**config.mk**
```make
export PLATFORM = sky130hd
export DESIGN_NAME = ppl_mul
export DESIGN_NICKNAME = d
export VERILOG_FILES = /design/src/rtl/ppl_mul.sv
export SDC_FILE = /design/constraint.sdc
export NUM_CORES = 2
export LEC_CHECK = 0
export BUFFER_PORTS_ARGS = -buffer_cell sky130_fd_sc_hd__buf_2
export CORE_AREA = 2 2 233 235
export CTS_CLUSTER_SIZE = 40
export DETAILED_ROUTE_END_ITERATION = 8
export DIE_AREA = 0 0 235 237
export PLACE_DENSITY = 0.84
export RECOVER_POWER = 25
export SYNTH_ARGS = -nofsm -noshare
export SYNTH_HDL_FRONTEND = slang
export SYNTH_SLANG_ARGS = --single-unit
```
**constraint.sdc**
```tcl
create_clock -name i_clk -period 11.5 [get_ports i_clk]
set_input_delay 2.875 -clock i_clk [delete_from_list [all_inputs] [get_ports i_clk]]
set_output_delay 2.875 -clock i_clk [all_outputs]
set_load 0.005 [all_outputs]
```
**src/rtl/ppl_mul.sv**
```systemverilog
// ----------------------------------------------------------------------------
// Shared multiplier
// Registered 32 by 32 bit unsigned multiplier used by the squaring, log2, scaling and exponent steps of a query.
// ----------------------------------------------------------------------------
module ppl_mul (
    input  logic        i_clk,
    input  logic [31:0] i_a,
    input  logic [31:0] i_b,
    output logic [63:0] o_p
);

    logic [63:0] r_p;

    always_ff @(posedge i_clk) begin
        r_p <= i_a * i_b;
    end

    assign o_p = r_p;

endmodule

```
Yosys cells after proc, flatten, opt, wreduce, memory -nomap -nowiden
Cells that the tools add are included.

Register bits after elaboration: 64. Input bits: 65. Word-level logic and storage cells: 2.

Multiply operators: 1.

Operators with widths (number): $mul A32 B32 Y64 (1).

Depth between registers and ports, before layout
Depth after elaboration: 1. Depth in mapped cells: 29. Gate-level depth less buffers: 27.

Least setup slack after synthesis
Ideal clock, no wire load.

Kind: input to register. From: input port i_a[25]. To: register r_p[62] (netlist: o_p[62]). Library setup time: 0.072 ns. Arrival time: 9.556 ns. Path slack: 1.872 ns. Stages on the path: 25. Path buffers: 2. Cell sequence: clkbuf_1 -> nand2_1 -> fa_1 -> inv_1 -> fa_1 -> inv_1 -> fa_1 -> inv_1 -> fa_1 -> fa_1 -> fa_1 -> fa_1 -> inv_1 -> fa_1 -> inv_1 -> ha_1 -> buf_2 -> nand4_1 -> or4_1 -> or3_1 -> a31oi_1 -> a31o_2 -> a211oi_1 -> o21ai_1 -> xor2_1.

Longest elaborated chain between the ends: 1.

Ends and longest elaborated chain: start: declaration (line 7) `input logic [31:0] i_a,`; $mul A32 B32 Y64 (line 15) `r_p <= i_a * i_b;`; end signal: assignment (line 15); end: declaration (line 12) `logic [63:0] r_p;`.

Every way passes these cells.

Worst setup path after layout
From: input port i_b[9]. To: register r_p[62] (netlist: o_p[62]).

Longest elaborated chain between the ends: 1.

Ends and longest elaborated chain: start: declaration (line 8) `input logic [31:0] i_b,`; $mul A32 B32 Y64 (line 15).

Every way passes these cells.

==> results.sh <==
export IMPL_synth_commonest_cells="fa_1 (896), inv_1 (865), and2_1 (602)"
export IMPL_layout_drive_gt1_share_pct=4.45
export IMPL_cts_reportedPaths_clkPinSlew_ns=0.05
export IMPL_synthFlopType="dfxtp_1"
export IMPL_max_freq_mhz=96.4
export IMPL_hold_viol_final=0
export IMPL_wl_per_cell_um=20.2
export IMPL_dieArea_um2=55700
export IMPL_core_area_um2=53300
export IMPL_via_count=25500
export IMPL_route_antenna_remaining_nets=0
export IMPL_grt_start_max_net_pins=33
export IMPL_critPathTopFamily="adder cells"
export IMPL_grt_pass1_vias=28247
export IMPL_die_x_um=235
export IMPL_synth_nets=4972
export IMPL_gp_congestion=0.934
export IMPL_yosysWarnings=0
export IMPL_dr_pass1_iters=6
export IMPL_cp_cell_sequence="buf_2 -> and2_1 -> fa_1 -> fa_1 -> inv_1 -> fa_1 -> fa_1 -> inv_1 -> fa_1 -> fa_1 -> fa_1 -> inv_1 -> fa_1 -> inv_1 -> ha_1 -> nand4_1 -> or4_1 -> or3_1 -> a31oi_1 -> a31o_2 -> a211oi_1 -> o21ai_1 -> xor2_1"
export IMPL_start_util_pct=65.1
export IMPL_vias_per_cell=5.82
export IMPL_htree_levels=3
export IMPL_crit_top_cell="fa_1"
export IMPL_path_class="in -> reg"
export IMPL_cts_tree="built"
export IMPL_numCtsBuffers=9
export IMPL_synth_cells=3748
export IMPL_postCtsSetupBuffers=0
export IMPL_grt_util_all_layers_pct=33.3
export IMPL_synth_area_per_cell_um2=9.25
export IMPL_cp_buffers_inverters=5
export IMPL_syn_to_final_growth_pct=3.22
export IMPL_portBuffers=128
export IMPL_fin_crit_sh_pct=90.2
export IMPL_ios=129
export IMPL_ys_ff_latch=64
export IMPL_ys_seq_area_share_pct=3.69
export IMPL_synth_largest_area_cell="fa_1"
export IMPL_largest_reg_flops=64
export IMPL_num_rows=85
export IMPL_grt_pass1_wl_um=145000
export IMPL_drc=0
export IMPL_drt_iter0_drc=1850
export IMPL_rsz0062_at_grt="no"
export IMPL_hold_path_class="in -> reg"
export IMPL_slowest_stage="fa_1"
export IMPL_antenna_found_initial=4
export IMPL_setup_viol=0
export IMPL_synth_top_area_share_pct=51.7
export IMPL_fin_ws_ns=1.12
export IMPL_fp_dieH_um=237
export IMPL_yosys_top_cells_area="fa_1 (52%), and2_1 (11%), ha_1 (9.5%)"
export IMPL_worst_pin_slew_ns=1.74
export IMPL_fill_cells=4094
export IMPL_max_stage_delay_ns=0.61
export IMPL_async_flop_share_pct=0
export IMPL_cts_path_max_buffers=2
export IMPL_violations="capacitance limit, slew limit"
export IMPL_cp_arrival_ns=10.65
export IMPL_yosysMostFrequentCell="fa_1"
export IMPL_slew_limit_headroom_pct=-16.0
export IMPL_ctsHoldBuffers=0
export IMPL_dp_worst_setup_slack_ns=0.895
export IMPL_nNetsFinal=4904
export IMPL_clock_sinks=64
export IMPL_ys_types=57
export IMPL_drv_cap=1
export IMPL_worstPathRequired_ns=11.77
export IMPL_grt_overflow_total=0
export IMPL_cts_resized=0
export IMPL_synth_edf_count=0
export IMPL_status="finished, violations left"
export IMPL_period_needed_ns=10.38
export IMPL_startpoint_type="primary input"
export IMPL_final_max_slew_viol_count=33
export IMPL_crit_path_max_fanout=32
export IMPL_endpoint_kind="flip-flop"
export IMPL_wl_um=88800
export IMPL_hpwl_um=71600
export IMPL_root_buffer="clkbuf_16"
export IMPL_syn_cell_area_um2=34700
export IMPL_tns_ns=0
[metrics by stage]
step                      hold WS, ns  instances  area [um2]  util (%)
final                            3.21       4383       35800      67.2
after global routing             3.21       4383       35800      67.2
after CTS                        3.17       4381       35800      67.2
after detailed placement         3.25       4365       35500      66.5
after global placement           3.25       4365       35500      66.5
after floorplan                  3.00       3748       34700         -
[path summary, 6_finish.rpt]
kind,from,end,cells after the start
worst max-delay path,i_b[9],o_p[62],23
worst min-delay path,i_a[0],o_p[0],3
[cell usage in the layout (no fill, tap or decap), drive strengths merged, types with 3 or more instances in the layout]
master	count
clkbuf	19
or3	3
o21a	9
bufinv	3
nand3	10
o221ai	3
buf	133
fa	896
dfxtp	64
and2	602
xnor2	35
nor2	20
o31ai	5
a221o	4
a21o	40
and3	14
or2	3
a21boi	3
and4	3
or4	3
nand4	23
a31oi	12
a211oi	3
o21ai	26
nand2	480
nor3	7
a21oi	66
a221oi	4
xor2	25
inv	865
o21bai	11
ha	263
[cells by family (layout without fill, tap and decap cells)]
| group | Yosys count | in the layout | share of synthesized area, % |
|---|---|---|---|
| buf+inv | 1085 | 1022 | 11.8 |
| other cells | 0 | 2 | 0 |
| fa+ha+maj | 1159 | 1159 | 61.2 |
| xor+xnor | 60 | 60 | 1.52 |
| compound gates | 202 | 202 | 4.15 |
| simple gates | 1177 | 1177 | 17.6 |
| flops | 64 | 64 | 3.69 |
| mux | 1 | 1 | 0.0289 |
[per-layer routing]
metal / vias up / global-route usage (%) / share of wire [%] / wire, um
li1: 10702 / - / - / -
met1: 13075 / 39.5 / 34 / 30300
met2: 1329 / 57.2 / 51 / 45200
met3: 390 / 5.14 / 7.7 / 6810
met4: 4 / 20.6 / 7.2 / 6430
met5: - / 0 / 0.033 / 29
[layout make-up]
| cell class | count | area (um2) | share of cell area, % |
|---|---|---|---|
| antenna | 2 | 5.00 | 0.0140 |
| sequential | 64 | 1280 | 3.58 |
| timing repair buffer | 141 | 727 | 2.03 |
| tap | 696 | 871 | 2.43 |
| inverter | 865 | 3250 | 9.07 |
| clock inverter | 5 | 104 | 0.290 |
| clock buffer | 11 | 243 | 0.678 |
| multi-input combinational | 2599 | 29300 | 81.9 |
Power is not shown: default switching activity piles up to over one toggle a cycle in this logic, so the estimate is an artifact.
