<file path="src/rtl/ppl_pkg.sv">
// ----------------------------------------------------------------------------
// Positional path loss engine package
// Word types, codes, constants and sequencer states shared by the engine.
// ----------------------------------------------------------------------------
package ppl_pkg;

    localparam int NODES   = 16;
    localparam int NODE_AW = $clog2(NODES);

    localparam logic [2:0] KIND_ENABLE  = 3'd0;
    localparam logic [2:0] KIND_DISABLE = 3'd1;
    localparam logic [2:0] KIND_SET     = 3'd2;
    localparam logic [2:0] KIND_MOVE    = 3'd3;
    localparam logic [2:0] KIND_QUERY   = 3'd4;

    localparam logic [2:0] STATUS_OK      = 3'd0;
    localparam logic [2:0] STATUS_UNKNOWN = 3'd1;
    localparam logic [2:0] STATUS_LATE    = 3'd2;
    localparam logic [2:0] STATUS_NO_POS  = 3'd3;
    localparam logic [2:0] STATUS_BAD     = 3'd4;

    localparam logic [1:0] REG_EXPONENT = 2'd0;
    localparam logic [1:0] REG_NO_POS   = 2'd1;
    localparam logic [1:0] REG_EXTRA    = 2'd2;

    localparam logic [10:0] EXPONENT_RESET = 11'd512;
    localparam logic [15:0] NO_POS_RESET   = 16'd15360;
    localparam logic [15:0] EXTRA_RESET    = 16'd0;

    localparam logic [17:0] LOSS_MAX      = 18'd262143;
    localparam logic [17:0] LOSS_DISABLED = 18'd256000;
    localparam logic [20:0] LOSS_FLOOR    = 21'd5120;
    localparam logic [31:0] LOG_SCALE_K   = 32'd1616142483;
    localparam logic signed [36:0] BASE_Q24  = 37'sd664448635;
    localparam logic signed [36:0] FLOOR_Q24 = 37'sd335544320;
    localparam logic [22:0] L_ZERO_DIST_MAG = 23'd1966080;
    localparam logic signed [22:0] LOG2_OFFSET = 23'sd1048576;

    typedef logic signed [23:0] t_coord;

    typedef struct packed {
        t_coord x;
        t_coord y;
        t_coord z;
    } t_pos;

    typedef struct packed {
        logic [63:0] start_time;
        logic [63:0] end_time;
        t_pos        start_pos;
        t_pos        end_pos;
    } t_node_rec;

    typedef struct packed {
        logic [2:0]         kind;
        logic [63:0]        event_time;
        logic [7:0]         node;
        logic [7:0]         peer_node;
        logic signed [23:0] target_x;
        logic signed [23:0] target_y;
        logic signed [23:0] target_z;
        logic [31:0]        move_duration;
    } t_in_word;

    typedef struct packed {
        logic [17:0] loss;
        logic [2:0]  status;
    } t_out_word;

    typedef enum logic [4:0] {
        S_IDLE,
        S_DECODE,
        S_RD,
        S_INTERP,
        S_AXIS_INIT,
        S_DIV_DBL,
        S_DIV_ADD,
        S_AXIS_END,
        S_NODE_DONE,
        S_SQ,
        S_SQ_ACC,
        S_LOG_START,
        S_NORM,
        S_LOG_INIT,
        S_LOG_MUL,
        S_LOG_UPD,
        S_SCALE_MUL,
        S_SCALE_GET,
        S_EXP_MUL,
        S_EXP_GET,
        S_ROUND,
        S_DONE
    } t_state;

endpackage

</file>
<file path="src/rtl/ppl_node_table.sv">
// ----------------------------------------------------------------------------
// Node trajectory table
// One record per node, one write port and one registered read port.
// ----------------------------------------------------------------------------
module ppl_node_table (
    input  logic                          i_clk,
    input  logic                          i_rd_en,
    input  logic [ppl_pkg::NODE_AW-1:0]   i_rd_addr,
    output ppl_pkg::t_node_rec            o_rd_data,
    input  logic                          i_wr_en,
    input  logic [ppl_pkg::NODE_AW-1:0]   i_wr_addr,
    input  ppl_pkg::t_node_rec            i_wr_data
);

    ppl_pkg::t_node_rec r_mem [ppl_pkg::NODES];
    ppl_pkg::t_node_rec r_rd;

    always_ff @(posedge i_clk) begin
        if (i_wr_en) begin
            r_mem[i_wr_addr] <= i_wr_data;
        end
        if (i_rd_en) begin
            r_rd <= r_mem[i_rd_addr];
        end
    end

    assign o_rd_data = r_rd;

endmodule

</file>
<file path="config.mk">
export PLATFORM = sky130hd
export DESIGN_NAME = ppl_node_table
export DESIGN_NICKNAME = d
export VERILOG_FILES = /design/src/rtl/ppl_pkg.sv /design/src/rtl/ppl_node_table.sv
export SDC_FILE = /design/constraint.sdc
export NUM_CORES = 2
export LEC_CHECK = 0
export ABC_CLOCK_PERIOD_IN_PS = 28500
export BUFFER_PORTS_ARGS = -buffer_cell sky130_fd_sc_hd__buf_2
export CORE_ASPECT_RATIO = 1.75
export CORE_MARGIN = 2
export CORE_UTILIZATION = 50
export DETAILED_ROUTE_END_ITERATION = 10
export GPL_TIMING_DRIVEN = 0
export PLACE_DENSITY = 0.7
export SLEW_MARGIN = 10
export SYNTH_ARGS = -nofsm -noshare
export SYNTH_HDL_FRONTEND = slang
export SYNTH_MEMORY_MAX_BITS = 65536
export SYNTH_SLANG_ARGS = --single-unit
</file>
<file path="constraint.sdc">
create_clock -name i_clk -period 28.5 [get_ports i_clk]
set_clock_uncertainty 0.2 [all_clocks]
set_input_delay 4.275 -clock i_clk [delete_from_list [all_inputs] [get_ports i_clk]]
set_output_delay 4.275 -clock i_clk [all_outputs]
set_load 0.01 [all_outputs]
</file>
# Yosys cells after proc, flatten, opt, wreduce, memory -nomap -nowiden
# Memories as Yosys holds them, arrays and structs flattened. A register that Yosys moved wholly into a read port is not among the register bits.
# Cells that the tools add are included.
[word_totals]
ff_bits = 0
latchBits = 0
ramBits = 4352
rom_bits = 0
mem_count = 1
[op_classes]
add_sub_neg = 0
n_mul = 0
div_mod_pow = 0
n_lt_le_gt_ge = 0
n_eq_ne = 0
shifts = 0
n_mux = 2
bitwise = 0
reduce_logical = 0
[mem_list]
columns = ["name", "depth", "width", "read_ports", "rd_clocked_by_memory_dff", "wr", "line_no", "text"]
rows = [
  ["r_mem", 16, 272, 1, 1, 1, "ppl_node_table.sv:15", "ppl_pkg::t_node_rec r_mem [ppl_pkg::NODES];"],
]
[op_table]
columns = ["operator", "count"]
rows = [
  ["1-bit 2-to-1 mux", 2],
]

# Depth between registers and ports, before layout
[logic_depth]
depth_word = 2
mapped_depth = 8
depth_no_buf = 3

# Least setup slack after synthesis
# OpenSTA, ideal clock, no wires.
[synth_path]
path_kind = "input -> register"
from = "input port i_wr_addr[2] in the netlist's numbering"
to = "memory r_mem[0][0] in the netlist's numbering (enable)"
setup_ns = 1.242
arrival_ns = 23.081
setup_slack_ns = 3.977
path_stages = 2
n_path_buf = 0
path_cell_list = "or3b_2 -> nor3_1"
[synth_rtl]
columns = ["item", "line_no", "text"]
rows = [
  ["start, declared", "ppl_node_table.sv:11", "input logic [ppl_pkg::NODE_AW-1:0] i_wr_addr,"],
  ["end, declared", "ppl_node_table.sv:15", ""],
]
# No word-level cell before the write port.

# Final worst setup path
[layout_path]
from = "input port i_wr_addr[2] in the netlist's numbering"
to = "memory r_mem[0][198] in the netlist's numbering (enable)"
# No word-level cell before the write port.

==> impl_metrics.csv <==
group,metric,value,unit
floorplan,chipHeight,778,um
cts,cts.sink_count,4624,
setup_path,crit_path_end_kind,"flop",
grt,wire_length_of_the_first_global_routing_pass,647000,um
detailed_routing,firstDrtPassIters,5,
floorplan,row_count,284,
setup_path,cell_with_the_largest_stage_delay_on_the_worst_path,"sky130_fd_sc_hd__nor3_2",
setup_path,timing.setup.critical_path_class,"input pin to flop",
synth,post_synth_cell_types,25,
sta,setup_viol_count_final,0,
grt,grt_start_max_net_pins,79,
power,ir_drop,0.0625,mV
synth,synthesized_netlist_net_count,7352,
detailed_routing,wirelength,464000,um
setup_path,critical_register_to_register_path_startpoint,"r_mem[1][258]$_DFFE_PP_",
layout,final_core_util,0.583,
floorplan,pin_count,555,
sta,finalWorstPathRequiredPeriod,8000,ps
detailed_routing,vias_per_cell,6.33,
floorplan,initial_core_util,0.502,
hold_path,worstHoldEndpoint,"o_rd_data[261]$_DFFE_PP_",
detailed_routing,post-route-drc-count,0,
cts,cts_tree,"built",
setup_path,crit_top_cell,"sky130_fd_sc_hd__buf_4",
synth,mappedNetlistArea,171000,um2
hold_path,hold_path_depth,3,
detailed_routing,dr.first_iter.drc_count,10898,
cts,post-cts-setup-buffers,0,
layout,final_common_cell,"sky130_fd_sc_hd__edfxtp_1",
synth,avgSynthCellArea,24.2,um2
synth,gate_count_of_the_mapped_netlist,7069,
grt,track_usage,0.266,
synth,synth.yosys.warnings,0,
synth,netlist.top_cell.by_area,"sky130_fd_sc_hd__edfxtp_1",
power,post-layout-total-power,14000,uW
sta,fmax,125,MHz
sta,setup_repair_after_global_routing_missed_its_margin,"false",
setup_path,crit_path_cell_trace,"buf_2 -> or3b_2 -> nor3_2 -> buf_4 -> buf_6 -> buf_4 -> buf_4 -> buf_6 -> buf_4 -> buf_6 -> buf_4 -> buf_4 -> buf_4 -> buf_4 -> buf_4",
cts,cts.root.buffer_cell,"sky130_fd_sc_hd__clkbuf_16",
setup_path,data_arrival_time_of_the_critical_path,8430,ps
sta,hold_slack,526,ps
power,power-per-cell-area,70.3,nW/um2
cts,cts-buffers-inserted,404,
detailed_routing,routedWlPerCell,35.0,um
cts,htree_levels,5,
hold_path,min_path_type,"flop to flop",
grt,grt_pass1_vias,86309,
cts,deepest_clock_path_buffer_count,4,
sta,tightest_slew,1350,ps
sta,min_period_over_period,0.281,
floorplan,floorplan.core_area,341000,um2
setup_path,cp-start-kind,"input pin",
hold_path,worst_hold_startpoint,"r_mem[14][261]$_DFFE_PP_",
setup_path,rr_endpoint,"o_rd_data[258]$_DFFE_PP_",
floorplan,die_area,347000,um2
layout,area.growth.synth_to_final,16.2,%
run,drv.max_cap_violation_count,0,
synth,synthTopCellsByArea,"sky130_fd_sc_hd__edfxtp_1, sky130_fd_sc_hd__mux4_2, sky130_fd_sc_hd__a22oi_1",
synth,synth_seq_cells,4624,
cts,clkTransAtPathRegs,60,ps
setup_path,worst_ep_required_time,28930,ps
sta,final-max-slew-violation-count,0,
synth,proportion_of_synthesized_chip_area_in_sequential_cells,0.811,
layout,drive_gt1_frac,0.327,
setup_path,critical_path_peak_fanout,9,
sta,relSlewSlack,0.103,
floorplan,die_w,446,um
layout,final.fill_count,23642,
synth,netlist.area_leader.share,0.811,
setup_path,reg2reg_slack,26420,ps
sta,tns,0,ps
cts,worstSkewPairLatency,980,ps
sta,final-hold-violation-count,0,
outcome,status,"complete, no violations",
grt,antenna_found_initial,157,
setup_path,critPathMaxStageDelay,800,ps
placement,globalplace.congestion,0.753,
placement,place.port_buffers,552,
power,leakage,0.0638,uW
placement,dp_hpwl,309000,um
cts,cts.repair.resized,0,
detailed_routing,drt.antenna.violating_nets,0,
detailed_routing,via_count,83805,
layout,nNetsFinal,8683,
layout,mostFrequentLayoutCells,"sky130_fd_sc_hd__edfxtp_1, sky130_fd_sc_hd__mux4_2, sky130_fd_sc_hd__buf_2",
cts,hold_buffer_count_at_cts,0,
setup_path,worstRegToRegCells,3,
grt,globalRouteOverflowTotal,0,
[layer usage]
metal,global-route usage,vias to the layer above,share of wire
met4,0.107,90,0.041
met1,0.339,44853,0.35
li1,-,33209,-
met2,0.448,4759,0.51
met3,0.0547,894,0.093
met5,0,-,0.0012
[per-stage QoR]
stage	setup slack, ps	cells	area [um2]
floorplan	3980	7069	171000
global placement	-21510	12054	180000
detailed placement	19590	12427	186000
CTS	20600	13163	199000
global route	20420	13188	199000
finish	20500	13237	199000
[worst max-delay path, delay by kind of cell]
family	cells	cell delay [ps]
simple gates	2	1390
buf+inv	13	2690
[cell type report]
| class | count | area [um2] | area share |
|---|---|---|---|
| buffer | 378 | 1860 | 0.00937 |
| clock inverter | 265 | 2660 | 0.0134 |
| antenna | 74 | 185 | 0.000931 |
| clock buffer | 471 | 10400 | 0.0525 |
| tap | 4433 | 5550 | 0.0279 |
| multi-input combinational | 2067 | 30600 | 0.154 |
| timing repair buffer | 925 | 8720 | 0.0438 |
| sequential | 4624 | 139000 | 0.698 |
[synthesized netlist by cell type]
| cell | instances |
|---|---|
| sky130_fd_sc_hd__mux2_2 | 118 |
| sky130_fd_sc_hd__mux4_2 | 1026 |
| sky130_fd_sc_hd__buf_6 | 10 |
| sky130_fd_sc_hd__mux2i_1 | 37 |
| sky130_fd_sc_hd__buf_1 | 57 |
| sky130_fd_sc_hd__o21ai_0 | 30 |
| sky130_fd_sc_hd__o21ai_1 | 1 |
| sky130_fd_sc_hd__nand3_1 | 1 |
| sky130_fd_sc_hd__nand2_1 | 212 |
| sky130_fd_sc_hd__o22a_1 | 6 |
| sky130_fd_sc_hd__nor2b_1 | 43 |
| sky130_fd_sc_hd__a22oi_1 | 476 |
| sky130_fd_sc_hd__buf_4 | 66 |
| sky130_fd_sc_hd__and2_1 | 3 |
| sky130_fd_sc_hd__o221ai_1 | 37 |
| sky130_fd_sc_hd__a221oi_1 | 25 |
| sky130_fd_sc_hd__nand2b_1 | 29 |
| sky130_fd_sc_hd__nand3b_1 | 2 |
| sky130_fd_sc_hd__nor3_1 | 4 |
| sky130_fd_sc_hd__or2_2 | 1 |
| sky130_fd_sc_hd__clkbuf_1 | 157 |
| sky130_fd_sc_hd__edfxtp_1 | 4624 |
| sky130_fd_sc_hd__nor2_1 | 15 |
| sky130_fd_sc_hd__or3b_2 | 1 |
| sky130_fd_sc_hd__buf_2 | 88 |
[flip-flops by register name (all words and copies together), names as in the netlist]
register   cells
r_mem       4352
o_rd_data    272
[logic make-up after synthesis]
logic type / after synthesis / synth area share
mux: 1181 / 0.145
flops: 4624 / 0.811
simple gates: 311 / 0.00804
buf+inv: 378 / 0.0108
compound gates: 575 / 0.0253
[where the power goes]
group          total (uW)  switching (uW)  internal [uW]
sequential           7710            54.9           7660
combinational         757             470            287
clock                5510            2470           3030
total               14000            3000          11000
[worst max-delay path by stage]
stage	startpoint	end	slack, ps	depth (start not counted)
after floorplan	i_wr_addr[2]	r_mem[0][0]$_DFFE_PP_	3980	2
final	i_wr_addr[2]	r_mem[0][198]$_DFFE_PP_	20500	15
after detailed placement	i_wr_addr[2]	r_mem[0][199]$_DFFE_PP_	19590	14
after global routing	i_wr_addr[2]	r_mem[0][198]$_DFFE_PP_	20420	15
after global placement	i_wr_addr[2]	r_mem[0][198]$_DFFE_PP_	-21510	3
after CTS	i_wr_addr[2]	r_mem[0][198]$_DFFE_PP_	20600	15
Power figures use the tool's default switching activity.
